===== src/stream_first_match_replace_top_macros.svh =====
// stream_first_match_replace_top_macros.svh: assertion macros for the search/replace block
// expects signals clk and arst_n in the module that uses them
`ifndef STREAM_FIRST_MATCH_REPLACE_TOP_MACROS_SVH
`define STREAM_FIRST_MATCH_REPLACE_TOP_MACROS_SVH

// property that holds at every clock edge outside reset
`define SFMR_ASSERT(lbl, prop, msg) \
	lbl: assert property (@(posedge clk) disable iff (!arst_n) (prop)) else $error(msg);

// condition that must hold in the cycle after a trigger
`define SFMR_ASSERT_NEXT(lbl, ante, cons, msg) \
	lbl: assert property (@(posedge clk) disable iff (!arst_n) (ante) |=> (cons)) else $error(msg);

`endif


===== src/sfmr_pkg.sv =====
// sfmr_pkg.sv: shared types and register codes for the first-match search/replace block
// no dependencies
package sfmr_pkg;

	// configuration register indexes
	typedef enum logic [1:0] {
		CFG_PATTERN_LENGTH     = 2'd0,
		CFG_PATTERN_BYTES      = 2'd1,
		CFG_REPLACEMENT_LENGTH = 2'd2,
		CFG_REPLACEMENT_BYTES  = 2'd3
	} cfg_idx_t;

	// one result word
	typedef struct packed {
		logic [7:0] out_byte;
		logic       has_byte;
		logic       run_last;
		logic       line_end;
	} res_t;

	// control into one window cell
	typedef struct packed {
		logic use_store;
		logic active;
		logic load;
	} win_ctl_t;

	// control into one output queue cell
	typedef struct packed {
		logic load;
		logic load_below;
		logic shift;
	} oq_ctl_t;

endpackage


===== src/stream_first_match_replace_top.sv =====
// stream_first_match_replace_top.sv: per-line first-match search and replace on a byte stream
// depends on sfmr_pkg, sfmr_win_cell, sfmr_out_cell, stream_first_match_replace_top_macros.svh
//
// Usage:
//   Input words carry one text byte on s_tdata[7:0]; s_tlast marks the final byte of a line.
//   Output words carry out_byte on m_tdata[7:0], has_byte on m_tuser[0], run_last on
//   m_tuser[1] and line_end on m_tlast. A word with has_byte low is a bare line-end marker.
//   Within each line the leftmost match of the pattern is replaced; the rest passes through.
//   The window is a row of byte cells with one comparator each, so a byte is tested and
//   the results are formed in the cycle it is accepted.
//   The results of an accepted byte are registered in the output queue before they show.
//   Throughput: one byte per cycle while each byte yields at most one word and m_tready
//   stays high. A byte may yield several words (replacement, line flush), and
//   s_tready is high while the output queue holds at most one word.
//   The output queue (one more entry than the largest burst) decouples both sides: when
//   the receiver stalls, s_tready drops once two or more words wait, until they drain.
//   Reset clears the window, the queue and the line state, and sets pattern length 1 with
//   all other registers zero. Configuration is written through cfg_we/cfg_index/cfg_data.
`include "stream_first_match_replace_top_macros.svh"

module stream_first_match_replace_top #(
	parameter int PATTERN_MAX     = 8,
	parameter int REPLACEMENT_MAX = 8
) (
	input  logic        clk,
	input  logic        arst_n,
	// configuration write port
	input  logic        cfg_we,
	input  logic [1:0]  cfg_index,
	input  logic [63:0] cfg_data,
	// input stream
	input  logic        s_tvalid,
	output logic        s_tready,
	input  logic [7:0]  s_tdata,   // [7:0] in_byte
	input  logic        s_tlast,   // ends_line
	// output stream
	output logic        m_tvalid,
	input  logic        m_tready,
	output logic [7:0]  m_tdata,   // [7:0] out_byte
	output logic [1:0]  m_tuser,   // [0] has_byte, [1] run_last
	output logic        m_tlast    // line_end
);

	localparam int PAT_CAP = (PATTERN_MAX < 8) ? PATTERN_MAX : 8;
	localparam int REP_CAP = (REPLACEMENT_MAX < 8) ? REPLACEMENT_MAX : 8;
	localparam int MAXRES  = (PAT_CAP > REP_CAP) ? PAT_CAP : REP_CAP;
	localparam int QD      = MAXRES + 1;
	localparam int CW      = $clog2(PAT_CAP + 1);
	localparam int RW      = $clog2(REP_CAP + 1);
	localparam int NW      = $clog2(MAXRES + 1);
	localparam int QCW     = $clog2(QD + 1);
	localparam int EXT     = 2 * MAXRES;

	// configuration registers
	logic [3:0]  plen_q;
	logic [63:0] pat_q;
	logic [3:0]  rlen_q;
	logic [63:0] rep_q;

	// line state
	logic [CW-1:0] fill_q;
	logic          replaced_q;

	// output queue state
	logic [QCW-1:0] cnt_q;

	logic [CW-1:0]      plen_e;
	logic [RW-1:0]      rlen_e;
	logic [CW-1:0]      fillp;
	logic [CW-1:0]      pc;
	logic [CW-1:0]      k;
	logic [NW-1:0]      n;
	logic               match;
	logic               push;
	logic               pop;
	logic               base1;
	logic [7:0]         wp   [PAT_CAP];
	logic [7:0]         nxt  [PAT_CAP];
	logic [7:0]         wp_x [EXT];
	logic [PAT_CAP-1:0] eq;
	sfmr_pkg::win_ctl_t win_ctl [PAT_CAP];
	sfmr_pkg::res_t     res  [QD];
	sfmr_pkg::res_t     oq   [QD];
	sfmr_pkg::oq_ctl_t  oq_ctl [QD];

	// configuration writes
	always_ff @(posedge clk or negedge arst_n) begin
		if (!arst_n) begin
			plen_q <= 4'd1;
			pat_q  <= '0;
			rlen_q <= '0;
			rep_q  <= '0;
		end else if (cfg_we) begin
			unique case (sfmr_pkg::cfg_idx_t'(cfg_index))
				sfmr_pkg::CFG_PATTERN_LENGTH:     plen_q <= cfg_data[3:0];
				sfmr_pkg::CFG_PATTERN_BYTES:      pat_q  <= cfg_data;
				sfmr_pkg::CFG_REPLACEMENT_LENGTH: rlen_q <= cfg_data[3:0];
				sfmr_pkg::CFG_REPLACEMENT_BYTES:  rep_q  <= cfg_data;
			endcase
		end
	end

	// effective lengths, clamped to the supported range
	always_comb begin
		if (plen_q == '0) begin
			plen_e = CW'(1);
		end else if (32'(plen_q) > PAT_CAP) begin
			plen_e = CW'(PAT_CAP);
		end else begin
			plen_e = CW'(plen_q);
		end
		if (32'(rlen_q) > REP_CAP) begin
			rlen_e = RW'(REP_CAP);
		end else begin
			rlen_e = RW'(rlen_q);
		end
	end

	// handshakes
	assign pop      = m_tvalid && m_tready;
	assign s_tready = cnt_q <= QCW'(1);
	assign push     = s_tvalid && s_tready;

	// window cell row
	for (genvar i = 0; i < PAT_CAP; i++) begin : g_win
		assign win_ctl[i].use_store = fill_q > CW'(i);
		assign win_ctl[i].active    = plen_e > CW'(i);
		assign win_ctl[i].load      = push;

		sfmr_win_cell u_cell (
			.clk       (clk),
			.ctl       (win_ctl[i]),
			.in_byte   (s_tdata),
			.pat_byte  (pat_q[i*8 +: 8]),
			.next_byte (nxt[i]),
			.cand_byte (wp[i]),
			.eq        (eq[i])
		);
	end

	// match test and number of bytes leaving the window
	assign fillp = fill_q + 1'b1;
	assign match = !replaced_q && (fillp == plen_e) && (&eq);

	always_comb begin
		if (replaced_q) begin
			pc = CW'(1);
		end else if (fillp >= plen_e) begin
			pc = fillp - plen_e + 1'b1;
		end else begin
			pc = '0;
		end
		k = s_tlast ? fillp : pc;
		if (match) begin
			n = (rlen_e == '0) ? NW'(s_tlast) : NW'(rlen_e);
		end else begin
			n = NW'(k);
		end
	end

	// shift network feeding the window cells
	always_comb begin
		for (int x = 0; x < EXT; x++) begin
			wp_x[x] = '0;
		end
		for (int x = 0; x < PAT_CAP; x++) begin
			wp_x[x] = wp[x];
		end
		for (int i = 0; i < PAT_CAP; i++) begin
			nxt[i] = wp[i];
			for (int j = 0; j <= PAT_CAP; j++) begin
				if (k == CW'(j)) begin
					nxt[i] = wp_x[i + j];
				end
			end
		end
	end

	// results of the accepted byte, in order
	always_comb begin
		for (int j = 0; j < QD; j++) begin
			res[j] = '0;
		end
		for (int j = 0; j < MAXRES; j++) begin
			if (NW'(j) < n) begin
				res[j].run_last = (NW'(j) == NW'(n - 1'b1));
				res[j].line_end = res[j].run_last && s_tlast;
				if (match) begin
					if (rlen_e == '0) begin
						res[j].out_byte = '0;
						res[j].has_byte = 1'b0;
					end else begin
						res[j].out_byte = rep_q[j*8 +: 8];
						res[j].has_byte = 1'b1;
					end
				end else begin
					res[j].out_byte = wp_x[j];
					res[j].has_byte = 1'b1;
				end
			end
		end
	end

	// line state update
	always_ff @(posedge clk or negedge arst_n) begin
		if (!arst_n) begin
			fill_q     <= '0;
			replaced_q <= 1'b0;
		end else if (push) begin
			if (s_tlast || match) begin
				fill_q <= '0;
			end else begin
				fill_q <= fillp - k;
			end
			if (s_tlast) begin
				replaced_q <= 1'b0;
			end else if (match) begin
				replaced_q <= 1'b1;
			end
		end
	end

	// output queue: new words land right behind the words that stay
	assign base1 = (cnt_q - QCW'(pop)) != '0;

	for (genvar i = 0; i < QD; i++) begin : g_oq
		sfmr_pkg::res_t below;
		sfmr_pkg::res_t upper;

		assign oq_ctl[i].load       = push && !base1 && (32'(n) > i);
		assign oq_ctl[i].load_below = push && base1 && (i >= 1) && (32'(n) > i - 1);
		assign oq_ctl[i].shift      = pop;

		if (i == 0) begin : g_head
			assign below = '0;
		end else begin : g_body
			assign below = res[i-1];
		end

		if (i == QD - 1) begin : g_tail
			assign upper = '0;
		end else begin : g_mid
			assign upper = oq[i+1];
		end

		sfmr_out_cell u_cell (
			.clk       (clk),
			.ctl       (oq_ctl[i]),
			.res_here  (res[i]),
			.res_below (below),
			.from_next (upper),
			.word      (oq[i])
		);
	end

	// queue occupancy
	always_ff @(posedge clk or negedge arst_n) begin
		if (!arst_n) begin
			cnt_q <= '0;
		end else begin
			cnt_q <= cnt_q - QCW'(pop) + (push ? QCW'(n) : QCW'(0));
		end
	end

	// output port
	assign m_tvalid   = cnt_q != '0;
	assign m_tdata    = oq[0].out_byte;
	assign m_tuser[0] = oq[0].has_byte;
	assign m_tuser[1] = oq[0].run_last;
	assign m_tlast    = oq[0].line_end;

	// checks
	`SFMR_ASSERT(a_queue_bound, cnt_q <= QCW'(QD), "output queue overfilled")
	`SFMR_ASSERT(a_push_room, !push || (32'(cnt_q) - 32'(pop) + 32'(n) <= QD), "burst does not fit")
	`SFMR_ASSERT(a_fill_bound, fill_q < CW'(PAT_CAP), "window holds a full pattern after a step")
	`SFMR_ASSERT(a_replaced_empty, !replaced_q || fill_q == '0, "window not empty after replacement")
	`SFMR_ASSERT_NEXT(a_line_clear, push && s_tlast, !replaced_q && fill_q == '0, "line state kept")

endmodule


===== src/sfmr_win_cell.sv =====
// sfmr_win_cell.sv: one byte cell of the sliding match window
// depends on sfmr_pkg
module sfmr_win_cell (
	input  logic              clk,
	input  sfmr_pkg::win_ctl_t ctl,
	input  logic [7:0]        in_byte,
	input  logic [7:0]        pat_byte,
	input  logic [7:0]        next_byte,
	output logic [7:0]        cand_byte,
	output logic              eq
);

	logic [7:0] byte_q;

	// candidate byte: stored byte, or the incoming byte at the fill position
	assign cand_byte = ctl.use_store ? byte_q : in_byte;

	// compare against the pattern byte; inactive cells always agree
	assign eq = !ctl.active || (cand_byte == pat_byte);

	// take the byte handed over from the shift network
	always_ff @(posedge clk) begin
		if (ctl.load) begin
			byte_q <= next_byte;
		end
	end

endmodule


===== src/sfmr_out_cell.sv =====
// sfmr_out_cell.sv: one entry of the output queue, shifts toward the head
// depends on sfmr_pkg
module sfmr_out_cell (
	input  logic              clk,
	input  sfmr_pkg::oq_ctl_t ctl,
	input  sfmr_pkg::res_t    res_here,
	input  sfmr_pkg::res_t    res_below,
	input  sfmr_pkg::res_t    from_next,
	output sfmr_pkg::res_t    word
);

	sfmr_pkg::res_t word_q;

	assign word = word_q;

	// new results take priority, then a shift toward the head
	always_ff @(posedge clk) begin
		if (ctl.load) begin
			word_q <= res_here;
		end else if (ctl.load_below) begin
			word_q <= res_below;
		end else if (ctl.shift) begin
			word_q <= from_next;
		end
	end

endmodule

===== config.mk =====
export PLATFORM = sky130hd
export DESIGN_NAME = stream_first_match_replace_top
export DESIGN_NICKNAME = d
export VERILOG_FILES = /design/src/sfmr_pkg.sv /design/src/stream_first_match_replace_top.sv /design/src/sfmr_win_cell.sv /design/src/sfmr_out_cell.sv
export VERILOG_INCLUDE_DIRS = /design/src /design/src/src
export SDC_FILE = /design/constraint.sdc
export NUM_CORES = 1
export LEC_CHECK = 0
export ABC_CLOCK_PERIOD_IN_PS = 5250
export BUFFER_PORTS_ARGS = -buffer_cell sky130_fd_sc_hd__clkbuf_2
export CAP_MARGIN = 0
export CORE_ASPECT_RATIO = 0.7
export CORE_MARGIN = 2
export CORE_UTILIZATION = 56
export DETAILED_ROUTE_END_ITERATION = 10
export PLACE_DENSITY_LB_ADDON = 0.15
export SYNTH_ARGS = -nofsm -noshare
export SYNTH_HDL_FRONTEND = slang
export SYNTH_HIERARCHICAL = 1
export SYNTH_SLANG_ARGS = --single-unit

===== constraint.sdc =====
create_clock -name clk -period 5.25 [get_ports clk]
set_input_delay 0 -clock clk [delete_from_list [all_inputs] [get_ports clk]]
set_output_delay 0 -clock clk [all_outputs]
set_load 0.01 [all_outputs]

==> summary.md <==
* 11 — highest net fanout along the worst path
* 0.1782 ns — worst setup slack before clock tree synthesis
* 50.63% — met1 track demand over resource in global routing
* 0 — number of buffers added for setup after CTS
* 63290 µm — total wire length
* 91 — pin count of the biggest net entering global routing
* 20090 µm² — placed cell area
* 92 — IO Port Bufs
* input pin to async pin — hold crit path type
* 1.040 — final estimated routing congestion in global placement
* 641.8 nW/µm² — cell area power density
* 1.163 ns — Tightest Pin Transition
* 3 — CTS Buffer Depth
* no — RSZ-0062 raised after global routing
* 19070 µm² — area of the mapped netlist
* 0.60 ns — clock latency at the later pin of the worst-skew pair
* 0 — Max-cap violations
* 94960 µm — first-pass GRT wire length
* 25.66 µm — Wirelength per Cell
* 158.4 µm — DIE HEIGHT
* 3.760% — Post-Synth XOR/XNOR Area
* 8.661 nW — leakage power of the design
* 2337 — dpl cells
* 2467 — Cell Count, Final, Fillers Out
* 1 — H-tree levels
* finished, violations left — outcome
* 1.667% — synthesized-area fraction occupied by adder cells
* 0 — Final Slew Violations
* 21810 µm² — area of all placed cells without fillers
* 224.5 µm — horizontal die dimension
* met2 — highest-utilization routing layer at the global route stage
* 44930 µm — Detailed Place HPWL
* 2041 — number of DRC markers in iteration 0
* 0.07 ns — post-CTS clock slew at the launch and capture registers of the worst setup and hold paths
* 0.0003281 V — peak supply drop
* multiplexers — dominant combinational cell family by area after synthesis
* 1 — DRC violation count after routing
* 308 — TritonCTS Sinks
* 18.80% — multiplexer share of the synthesized area
* 22.49% — worst slew slack as a fraction of its limit
* 56.93% — initial core utilization
* 52.32% — met2 track utilization from global routing
* 6 — synthesis warning total
* 0.1862 ns — final setup slack of the worst path
* buf_4 — CP most frequent cell
* 47.08% — Post-synth ARST share
* design-rule violations — violated checks
* 11.38% — area share of and/or/nand/nor cells after synthesis
* 93 — I/O pin cnt
* 6.432 — number of vias per cell
* 33490 µm² — standard cell core area
* 0 — remaining antenna violation count after routing
* 0.19 ns — slack of the worst reg-to-reg path
* 35.70% — total routing usage reported by global routing
* 9.928% — met3 Track Usage GR
* 35560 µm² — Die Footprint
* flip-flop — category of the worst setup path capture point
* clkbuf_16 — clock tree root driver cell
* 0 — Congestion Overflow GR
* 0.70 ns — worst stage delay on the critical path
* 11 — router iterations before antenna repair
* 22.75% — share of layout cells above drive strength 1
* 15.14% — post-synthesis compound-gate area fraction
* inv_1, ha_1, o21ai_0, buf_4, mux2_4, xnor2_1, nand4_1, o21ai_1, nand2b_1, or4_2, buf_4, o21ai_1, inv_1, a311oi_1, buf_4, nor2_1, or3_2 — cell-by-cell trace of the critical path
* flip-flop to flip-flop — critical path start-end classification
* 1 — initial antenna violation count
* 2109 — Nets
* 56 — Placement Rows
* 278 x nand2_1, 163 x edfxtp_1, 144 x dfrtp_1 — most used cells in the layout excluding fill and tap cells
* edfxtp_1 — main flop type after synthesis
* 79 — distinct cell type count of the synthesized netlist
* built — CTS tree
* 10.39 µm² — average cell area after synthesis
* 14.42% — area added between synthesis and finish
* 15870 — via count
* or4_2 — Slowest cell on crit path
* flip-flop — startpoint type of the worst setup path
* 0.02748 ns — clk_skew
* 1835 — cells after synthesis
* 5.064 ns — shortest clock period the worst path allows after layout
* 0 — final hold violations
* 0.1975 GHz — upper clock frequency limit
* nand2_1 — most common library cell in the layout ignoring fill and taps
* 44.71% — Seq/Total Area, Yosys
* 31 — number of clock buffers inserted by TritonCTS
* 5.35 ns — worst endpoint data arrival time
* 308 — synthesis-stage register bit count
* 0 ns — total negative setup slack
* 0 — final-report setup violation count
* 96.45% — post-route fraction of the period consumed by the critical path
* 163 — count of flip-flops with a built-in enable after synthesis
* 15120 — via count of the first global-routing pass
* 5.54 ns — Required @ worst endpoint
power by group:
part           internal [mW]  switching (mW)
Combinational           2.90            5.00
Clock                   1.28           0.971
Sequential              3.55           0.307
Total                   7.72            6.28
cell type report:
class / instances / area, µm²
fillers: 2630 / 11680
well taps: 435 / 544.3
diodes: 1 / 2.502
inverters: 34 / 130.1
repair buffers: 239 / 1748
flip-flops and latches: 308 / 8524
clock inverters: 15 / 148.9
clock buffers: 43 / 852.1
multi-input cells: 1392 / 9864
final timing paths:
| check | from | end | depth (start not counted) |
|---|---|---|---|
| worst min register to register | rep_q[40] | rep_q[40] | 1 |
| worst max register to register | fill_q[1] | g_oq[7].u_cell/word[5] | 17 |
| min in group clk | cfg_we | rlen_q[0] | 3 |
| worst min-delay path | arst_n | pat_q[5] | 2 |
| worst max-delay path | fill_q[1] | g_oq[7].u_cell/word[5] | 17 |
| max in group asynchronous | arst_n | pat_q[62] | 3 |
critical path: cells and delay by family (launching register included):
kind                     cells  cell delay, ns
flip-flops                   1            0.45
XOR/XNOR                     1            0.16
adder cells (fa/ha/maj)      1            0.23
AO/OA/AOI/OAI                4            0.86
multiplexers                 1            0.37
buffers and inverters        5            0.92
AND/OR/NAND/NOR              5            1.75
Yosys cell counts (all sizes together), types with 4 or more instances:
cell	number	area share (%)
a311oi	9	0.45
o2bb2ai	12	0.65
mux2i	108	5.7
nor3	29	0.93
edfxtp	163	26
a22o	16	0.73
o21bai	8	0.32
nor4	5	0.20
or2	4	0.13
mux2	201	13
fa	4	0.42
buf	72	2.5
clkbuf	64	1.3
a222oi	20	1.0
nor2b	4	0.13
inv	34	0.68
a2bb2oi	4	0.22
or4	5	0.20
nand3	26	0.68
a22oi	12	0.47
o21ai	192	5.1
nand2	280	5.5
nor2	77	1.6
a32o	4	0.21
nand4	19	0.62
and2	13	0.43
xor2	5	0.23
dfrtp	144	19
a21o	20	0.79
nand2b	5	0.20
a221oi	8	0.37
ha	19	1.2
or3	13	0.49
o22ai	7	0.23
xnor2	70	3.5
a21oi	120	3.2
registers in the layout, summed over array words and instances (netlist names):
signal,flops
g_oq.u_cell/word,99
g_win.u_cell/byte_q,64
pat_q,64
rep_q,64
cnt_q,4
fill_q,4
plen_q,4
rlen_q,4
replaced_q,1
logic make-up (layout without fill, tap and decap cells):
kind of cell | after synthesis | in the layout
and+or+nand+nor | 487 | 487
AOI/OAI and AO/OA | 461 | 461
muxes | 309 | 309
DFF | 308 | 308
buffers and inverters | 170 | 331
xor gates and xnor gates | 75 | 75
adders and majority gates | 23 | 23
other | 2 | 38
layer usage:
layer / up-vias / share of wire [%]
li1: 7002 / -
met1: 7656 / 42
met2: 1010 / 41
met3: 200 / 12
met4: 0 / 4.4
met5: - / 0
per-stage QoR:
stage          hold WS (ns)  utilization, %  total power [mW]
3_5_place_dp         0.1707           59.98             11.42
3_3_place_gp         0.1631           59.98             11.35
6_report            0.03119           65.13             14.00
4_1_cts            0.007193           65.09             13.70
5_1_grt             0.04392           65.13             14.61
2_1_floorplan       -0.2956               -             9.078
what timing repair did:
item                                   4_1_cts  5_1_grt
gates resized for setup                      0        4
endpoints found under the hold margin      224        0
hold buffers                                71        0
setup endpoints to repair                    0       99
Power figures use the tool's default switching activity.
